$ cat src/assert_macros.svh
// assertion macros used by the allocator back end
`ifndef ASSERT_MACROS_SVH
`define ASSERT_MACROS_SVH
// property that must hold at every edge outside reset
`define CHECK_ALWAYS(label, clk, rst, prop, msg) \
  label: assert property (@(posedge clk) disable iff (rst) (prop)) else $error(msg);
// implication checked on the next edge
`define CHECK_NEXT(label, clk, rst, ante, cons, msg) \
  label: assert property (@(posedge clk) disable iff (rst) (ante) |=> (cons)) else $error(msg);
`endif

$ cat src/scba_pkg.sv
// shared types and constants of the size class block allocator
package scba_pkg;
  localparam int GRANULE_BYTES_DEF = 8;
  localparam int NUM_CLASSES_DEF = 16;
  localparam int BLOCK_GRANULES_DEF = 4096;
  localparam int POOL_BLOCKS_DEF = 16;

  localparam int LINK_DEPTH = 65536;
  localparam logic [16:0] AVAIL_MAX = 17'h1ffff;

  typedef enum logic [1:0] {
    CMD_ALLOC = 2'd0,
    CMD_FREE  = 2'd1,
    CMD_QUERY = 2'd2,
    CMD_NOP   = 2'd3
  } cmd_t;

  typedef enum logic [1:0] {
    ST_OK    = 2'd0,
    ST_ZERO  = 2'd1,
    ST_LARGE = 2'd2,
    ST_OOM   = 2'd3
  } status_t;

  localparam logic [0:0] REG_MAX_BLOCKS = 1'b0;

  // classified request handed from front to back
  typedef struct packed {
    cmd_t        cmd;
    logic        early;   // result already known in front
    status_t     status;
    logic [7:0]  ci;      // class index, zero based
    logic [15:0] granule;
    logic        qvalid;
  } job_t;
endpackage

$ cat src/scba_if.sv
// valid/ready channel interfaces for requests and results
interface scba_req_if;
  logic        valid;
  logic        ready;
  logic [1:0]  cmd;
  logic [15:0] size_bytes;
  logic [18:0] free_addr;
  logic [4:0]  query_class;
  modport source (output valid, cmd, size_bytes, free_addr, query_class, input ready);
  modport sink (input valid, cmd, size_bytes, free_addr, query_class, output ready);
endinterface


$ cat src/scba_front.sv
// request classifier and two-entry job queue
module scba_front #(
  parameter int GRANULE_BYTES = scba_pkg::GRANULE_BYTES_DEF,
  parameter int NUM_CLASSES = scba_pkg::NUM_CLASSES_DEF
) (
  input  logic           clk,
  input  logic           rst,
  scba_req_if.sink       req,
  output logic           job_valid,
  input  logic           job_ready,
  output scba_pkg::job_t job
);
  localparam int GSH = $clog2(GRANULE_BYTES);
  localparam logic [16:0] MAX_SIZE = 17'(NUM_CLASSES * GRANULE_BYTES);

  scba_pkg::job_t q [2];
  logic [1:0] count;
  logic       rd_ptr, wr_ptr;
  scba_pkg::job_t cj;
  logic [15:0] sm1;
  logic [18:0] gidx;

  always_comb begin
    cj = '0;
    cj.cmd = scba_pkg::cmd_t'(req.cmd);
    sm1 = req.size_bytes - 16'd1;
    // granule size is a power of two
    gidx = 19'(req.free_addr >> GSH);
    cj.ci = 8'(sm1 >> GSH);
    cj.granule = gidx[15:0];
    cj.qvalid = (req.query_class >= 5'd1) && (32'(req.query_class) <= NUM_CLASSES);
    if (cj.cmd == scba_pkg::CMD_QUERY) begin
      if (req.query_class == 5'd0) cj.ci = '0;
      else cj.ci = 8'(req.query_class - 5'd1);
    end
    case (cj.cmd)
      scba_pkg::CMD_ALLOC, scba_pkg::CMD_FREE: begin
        if (req.size_bytes == 16'd0) begin
          cj.early = 1'b1; cj.status = scba_pkg::ST_ZERO;
        end else if ({1'b0, req.size_bytes} > MAX_SIZE) begin
          cj.early = 1'b1; cj.status = scba_pkg::ST_LARGE;
        end
      end
      scba_pkg::CMD_QUERY: cj.early = 1'b0;
      default: cj.early = 1'b1;
    endcase
  end

  assign req.ready = (count != 2'd2);
  assign job_valid = (count != 2'd0);
  assign job = q[rd_ptr];

  always_ff @(posedge clk) begin
    if (req.valid && req.ready) q[wr_ptr] <= cj;
    if (rst) begin
      count <= '0; rd_ptr <= 1'b0; wr_ptr <= 1'b0;
    end else begin
      if (req.valid && req.ready) wr_ptr <= ~wr_ptr;
      if (job_valid && job_ready) rd_ptr <= ~rd_ptr;
      count <= count + 2'((req.valid && req.ready) ? 1 : 0)
                     - 2'((job_valid && job_ready) ? 1 : 0);
    end
  end
endmodule

$ cat src/flat_wrapper.sv
// flat-port wrapper written by rule: the top's interface ports become plain ports
module scba_front_flat 
#(
  parameter int GRANULE_BYTES = scba_pkg::GRANULE_BYTES_DEF,
  parameter int NUM_CLASSES = scba_pkg::NUM_CLASSES_DEF
)
  (clk, rst, job_valid, job_ready, job, req_valid, req_cmd, req_size_bytes, req_free_addr, req_query_class, req_ready);
  scba_req_if req_i ();
  input  logic clk;
  input  logic rst;
  output logic job_valid;
  input  logic job_ready;
  output scba_pkg::job_t job;
  input wire logic [$bits(req_i.valid)-1:0] req_valid;
  input wire logic [$bits(req_i.cmd)-1:0] req_cmd;
  input wire logic [$bits(req_i.size_bytes)-1:0] req_size_bytes;
  input wire logic [$bits(req_i.free_addr)-1:0] req_free_addr;
  input wire logic [$bits(req_i.query_class)-1:0] req_query_class;
  output wire logic [$bits(req_i.ready)-1:0] req_ready;
  assign req_i.valid = req_valid;
  assign req_i.cmd = req_cmd;
  assign req_i.size_bytes = req_size_bytes;
  assign req_i.free_addr = req_free_addr;
  assign req_i.query_class = req_query_class;
  assign req_ready = req_i.ready;
  scba_front #(.GRANULE_BYTES(GRANULE_BYTES), .NUM_CLASSES(NUM_CLASSES)) u_core (.clk(clk), .rst(rst), .req(req_i), .job_valid(job_valid), .job_ready(job_ready), .job(job));
endmodule
$ cat config.mk
export PLATFORM = sky130hd
export DESIGN_NAME = scba_front_flat
export DESIGN_NICKNAME = d
export VERILOG_FILES = /design/src/assert_macros.svh /design/src/scba_pkg.sv /design/src/scba_if.sv /design/src/scba_front.sv /design/src/flat_wrapper.sv
export SDC_FILE = /design/constraint.sdc
export NUM_CORES = 1
export LEC_CHECK = 0
export BUFFER_PORTS_ARGS = -buffer_cell sky130_fd_sc_hd__buf_4
export CAP_MARGIN = 10
export CORE_UTILIZATION = 46
export DETAILED_ROUTE_END_ITERATION = 7
export PLACE_DENSITY_LB_ADDON = 0.12
export SLEW_MARGIN = 20
export SYNTH_ARGS = -nofsm -noshare
export SYNTH_HDL_FRONTEND = slang
export SYNTH_SLANG_ARGS = --single-unit
$ cat constraint.sdc
create_clock -name clk -period 2.3 [get_ports clk]
set_input_delay 0.23 -clock clk [delete_from_list [all_inputs] [get_ports clk]]
set_output_delay 0.23 -clock clk [all_outputs]
set_load 0.02 [all_outputs]
# Word-level counts from Yosys, hierarchy flattened
# Memory sizes are Yosys's and may differ from the RTL's. A register that Yosys moved wholly into a read port is not among the register bits.
# Index checks and enable logic that the tools add are counted.
[totals]
elab_cells = 36
out_inout_bits = 32
mem_count = 1
inputBits = 46
ram_bits = 60
ff_bits = 4
[mem_list]
columns = ["memory", "words", "word_bits", "rd", "rd_ports_with_merged_regs", "wr", "line", "rtl"]
rows = [
  ["u_core.q", 2, 30, 1, 1, 1, "scba_front.sv:16", "scba_pkg::job_t q [2];"],
]
[op_classes]
muxes = 12
n_bitwise = 2
n_reduce_logical = 8
n_lt_le_gt_ge = 3
add_sub_neg = 4
eq_ne = 3
[ops]
columns = ["op", "n"]
rows = [
  ["> comparator 16 x 8 -> 1 bit (second input constant)", 1],
  ["zero test 16 bit", 1],
  ["2-to-1 mux 8 bit", 2],
  ["subtractor 11 x 1 -> 11 bit (second input constant)", 1],
  ["2-to-1 mux 1 bit", 6],
  ["2-to-1 mux 3 bit", 2],
  ["subtractor 5 x 1 -> 6 bit (second input constant)", 1],
  ["greater-or-equal comparator 5 x 1 -> 1 bit (second input constant)", 1],
  ["<= comparator 5 bit (second input constant)", 1],
  ["zero test 5 bit", 1],
  ["logical AND 1 bit", 3],
  ["adder 2 bit", 1],
  ["equality test 2 x 1 -> 1 bit (second input constant)", 1],
  ["equality test 2 bit (second input constant)", 1],
  ["zero test 2 bit", 1],
  ["2-to-1 mux 2 bit", 1],
  ["!= test 2 bit (second input constant)", 1],
  ["NOT 1 bit", 2],
  ["one-hot mux 1 bit (2 select lines)", 1],
  ["nonzero test 2 bit", 1],
  ["OR reduction 2 bit", 1],
  ["subtractor 2 bit", 1],
]

# Logic depth before layout (Yosys ltp)
[logic_depth]
ltp_word = 5
ltp_mapped = 8
mapped_depth_nobuf = 8

# Least setup slack after synthesis
# No wires, ideal clock.
[synth_timing]
path_kind = "flip-flop to flip-flop"
start = "reg u_core.count[0]"
end = "mem u_core.q[0][0] (netlist bit) (enable)"
t_arrival_ps = 1991
synth_period_minus_slack_ps = 2408
slack_ps = -108
path_stages_with_launch = 4
n_path_buf = 0
required_time_ps = 1883
setup_time_ps = 417
cell_sequence = "dfxtp_1 -> nand2b_1 -> nand2_1 -> nor2_1"
[synth_between]
elab_chain_cells = 4
[synth_rtl]
columns = ["item", "line", "rtl"]
rows = [
  ["from (decl)", "scba_front.sv:17", "logic [1:0] count;"],
  ["from (signal assigned)", "scba_front.sv:60", "count <= count + 2'((req.valid && req.ready) ? 1 : 0)"],
  ["!= test 2 bit", "scba_front.sv:49", "assign req.ready = (count != 2'd2);"],
  ["named net req_ready", "flat_wrapper.sv:19", "output wire logic [$bits(req_i.ready)-1:0] req_ready;"],
  ["logical AND 1 bit", "scba_front.sv:54", "if (req.valid && req.ready) q[wr_ptr] <= cj;"],
  ["2-to-1 mux 1 bit", "scba_front.sv:54", ""],
  ["2-to-1 mux 1 bit (not written as such)", "scba_front.sv:54", ""],
  ["to (decl)", "scba_front.sv:16", ""],
]
# The timed path passes the listed nets, and every way through them passes these cells.

# Final worst setup path
[layout_timing]
start = "reg u_core.count[1]"
end = "reg u_core.count[1]"
[layout_between]
elab_chain_cells = 5
elab_cells_between_ends = 8
classes_between = "add/sub (2); eq/ne (1); mux (2); reduce/logical (3)"
[layout_rtl]
columns = ["item", "line", "rtl"]
rows = [
  ["!= test 2 bit", "scba_front.sv:49", ""],
  ["logical AND 1 bit", "scba_front.sv:60", ""],
  ["2-to-1 mux 1 bit", "scba_front.sv:60", ""],
  ["adder 2 bit", "scba_front.sv:60", ""],
  ["subtractor 2 bit *", "scba_front.sv:61", "- 2'((job_valid && job_ready) ? 1 : 0);"],
]
# Mark *: on every way between the ends. The rest lies on a longest branch, timed or not.
# A chain may end at the register's enable or synchronous reset.

==> summary.txt <==
=================================================================================
Result of the run                                                    finished, final reports clean
Final critical-path share of the clock period                               0.776
Hold-fix buffers at CTS                                                         0
Area fraction of the dominant cell type after synthesis                     0.658
Cell family contributing the most delay on the critical path         simple AND/OR/NAND/NOR gates
Die Y-Extent                                                              79.2 um
Cts repair resizes                                                              0
Number of nets produced by synthesis                                          225
Setup violation total in the final timing report                                0
Critical path buffer and inverter count                                         1
Setup WS pre-CTS                                                         0.264 ns
Summed instance area of the synthesized netlist                        2740 sq um
Dominant cell type by area after synthesis                           sky130_fd_sc_hd__edfxtp_1
RSZ-0062 raised after global routing                                           no
Detailed Route WL                                                         4790 um
Number of unique standard cell types used by synthesis                         30
Pin count of the biggest net entering global routing                           31
Setup TNS after final layout                                                 0 ns
Total leakage power                                                       1.39 nW
Remaining antenna violation count                                               0
Number of port buffers                                                         74
Number of DRC markers in iteration 0                                           64
Most repeated cell in the gate-level netlist after synthesis         sky130_fd_sc_hd__edfxtp_1
Area of the core region                                                5610 sq um
Site row count                                                                 27
EDFF count, synth                                                              60
Primary flip-flop cell chosen by synthesis mapping                   sky130_fd_sc_hd__edfxtp_1
Area Overhead vs Synth                                                      31.9%
Root buffer selected by CTS                                          sky130_fd_sc_hd__clkbuf_8
Setup slack of the critical path after layout                            0.515 ns
Cells after synthesis                                                         174
Number of vias per cell after detailed routing                               5.04
Transition time at the pin with the least slew margin                    0.427 ns
Share of synthesized flip-flops with an asynchronous set or reset               0
Number of nets in the layout                                                  311
Maximum resistive drop on vdd                                              479 uV
Worst path max stage delay                                                0.34 ns
Total track usage                                                           0.166
Cell occurring most often along the worst timing path                sky130_fd_sc_hd__ha_1
Antenna diode count                                                             0
Via count of the first global-routing pass                                   1700
Clock slew seen by the registers of the worst setup and hold paths        0.07 ns
Max FO, Critical Path                                                           3
Crit Path Class                                                           reg2reg
Maxcap violations                                                               0
Initial antenna violation count                                                 0
Total number of H-tree levels                                                   3
Total number of vias                                                         1699
Number of cells on the critical path                                            8
Number of warnings issued by yosys                                              0
Floorplan die width                                                       79.2 um
Number of max-slew violations in the final report                               0
Clock tree from TritonCTS                                                   built
Number of buffers added by the clock tree synthesis step                        9
Slowest stage cell on the critical path                              sky130_fd_sc_hd__dfxtp_1
CP startpoint kind                                                      flip-flop
Relative slew slack                                                         0.713
Most used standard cells in the synthesized netlist                  60 x sky130_fd_sc_hd__edfxtp_1, 30 x sky130_fd_sc_hd__mux2_2, 11 x sky130_fd_sc_hd__nor2_1
Filler cell count                                                             446
Worst hold path cell count                                                      1
Power density of the placed cells                                    1070 nW/um^2
Detailed-routing iteration count for the pre-antenna-repair pass                4
Layout cells sized above 1                                                  0.475
HPWL after DPL                                                            3430 um
Routed len/inst                                                           14.2 um
Initial cell density of the core                                            0.488
Depth of the worst register-to-register path                                    8
Placer Congestion                                                           0.752
Element type at the critical path end                                   flip-flop
Clock latency at the later pin of the worst-skew pair                     0.33 ns
# DRC                                                                           0
Yosys reg bits                                                                 65
Share of synthesized area occupied by flip-flops and latches                0.694
Arrival @ worst endpoint                                                  2.00 ns
Clock Sinks                                                                    65
Hold violation total from the final report                                      0
GR Overflow Total                                                               0
Maximum operating frequency                                             0.560 GHz
Floorplan die area                                                     6270 sq um
Chain of cells forming the critical path                             or2_2 > and2_1 > ha_1 > inv_1 > ha_1 > xor2_1 > xnor2_1 > nor2_1
Syn_area_per_cell                                                      15.7 sq um
Buffer levels on the longest clock path                                         2
Final min period                                                          1.78 ns
Hold crit path type                                                        in2reg
Buffers inserted during post-CTS setup optimization                             0
First-pass GRT wire length                                                7510 um
Required time of the critical path                                        2.51 ns
Leading post-synthesis cells by cell area                            sky130_fd_sc_hd__edfxtp_1 66%, sky130_fd_sc_hd__mux2_2 12%, sky130_fd_sc_hd__dfxtp_1 3.7%, sky130_fd_sc_hd__ha_1 2.3%, sky130_fd_sc_hd__xnor2_1 2.2%
Post-route clock skew                                                   0.0116 ns
Boundary Pins                                                                  78
=================================================================================
==> through the flow <==
stage / power [W] / cell area (sq um) / instances / hold slack [ns] / utilization
2_1_floorplan: 0.00237 / 2740 / 174 / 0.302 / -
3_3_place_gp: 0.00287 / 3410 / 321 / 0.416 / 0.607
3_5_place_dp: 0.00289 / 3410 / 321 / 0.418 / 0.607
4_1_cts: 0.00390 / 3610 / 337 / 0.0632 / 0.644
5_1_grt: 0.00404 / 3610 / 337 / 0.0561 / 0.644
6_report: 0.00385 / 3610 / 337 / 0.0847 / 0.644
==> cells by family after synthesis <==
logic type	share of synthesized area
muxes	0.131
and+or+nand+nor	0.0699
xor gates and xnor gates	0.0352
buffers and inverters	0.0164
AOI/OAI and AO/OA	0.0306
adders and majority gates	0.0228
DFF	0.694
==> worst register-to-register path, delay by kind of cell (launching register included) <==
family                   cells  cell delay (ns)
adder cells (fa/ha/maj)      2             0.43
buffers and inverters        1             0.06
flip-flops                   1             0.34
XOR/XNOR                     2             0.31
AND/OR/NAND/NOR              3             0.54
==> routing by layer <==
metal	global-route usage	wire [um]
met1	0.188	2010
met3	0.0621	282
met2	0.279	2440
met4	0.0709	60
met5	0	0
==> worst paths after layout <==
path                           to  slack [ns]               from
setup reg to reg  u_core.count[1]        0.52    u_core.count[1]
setup / recovery  u_core.count[1]        0.52    u_core.count[1]
hold / removal     u_core.q[1][8]        0.08  req_free_addr[10]
hold reg to reg         flip-flop        0.51      u_core.rd_ptr
==> state kept, by name, indices dropped and copies added, names as in the netlist, named ones only <==
register,cells
u_core.q,60
u_core.count,2
u_core.rd_ptr,1
u_core.wr_ptr,1
==> layout make-up <==
type,instances,area [sq um],area share
Clock inverter,3,67.6,0.0187
Sequential cell,65,1900,0.526
Clock buffer,13,139,0.0384
Tap cell,72,90.1,0.0249
Inverter,5,18.8,0.00520
Timing Repair Buffer,80,601,0.166
Multi-Input combinational cell,99,795,0.220
==> where the power goes <==
group | internal [W] | total [W] | switching [W]
Clock | 0.000613 | 0.00100 | 0.000388
Combinational | 0.000600 | 0.00127 | 0.000669
Sequential | 0.00153 | 0.00158 | 0.0000525
==> placed cells by master, fill, tap and decap left out, types with 2 or more instances in the layout <==
cell                        Yosys  layout
sky130_fd_sc_hd__bufinv_16      0       2
sky130_fd_sc_hd__dfxtp_1        5       5
sky130_fd_sc_hd__o22ai_1        3       3
sky130_fd_sc_hd__inv_1          5       5
sky130_fd_sc_hd__nand2_1        6       6
sky130_fd_sc_hd__clkbuf_8       0       9
sky130_fd_sc_hd__buf_4          0      80
sky130_fd_sc_hd__nor3_1         6       6
sky130_fd_sc_hd__mux2_2        30      30
sky130_fd_sc_hd__clkbuf_1       3       4
sky130_fd_sc_hd__nor2b_1        2       2
sky130_fd_sc_hd__or4_4          2       2
sky130_fd_sc_hd__o21a_1         2       2
sky130_fd_sc_hd__o21ai_0        3       3
sky130_fd_sc_hd__xnor2_1        7       7
sky130_fd_sc_hd__a21oi_1        3       3
sky130_fd_sc_hd__edfxtp_1      60      60
sky130_fd_sc_hd__mux2i_1        2       2
sky130_fd_sc_hd__nor2_1        11      10
sky130_fd_sc_hd__ha_1           5       5
sky130_fd_sc_hd__xor2_1         4       4
sky130_fd_sc_hd__nor4_1         4       4
No activity file was read; power rests on OpenSTA's default activity.
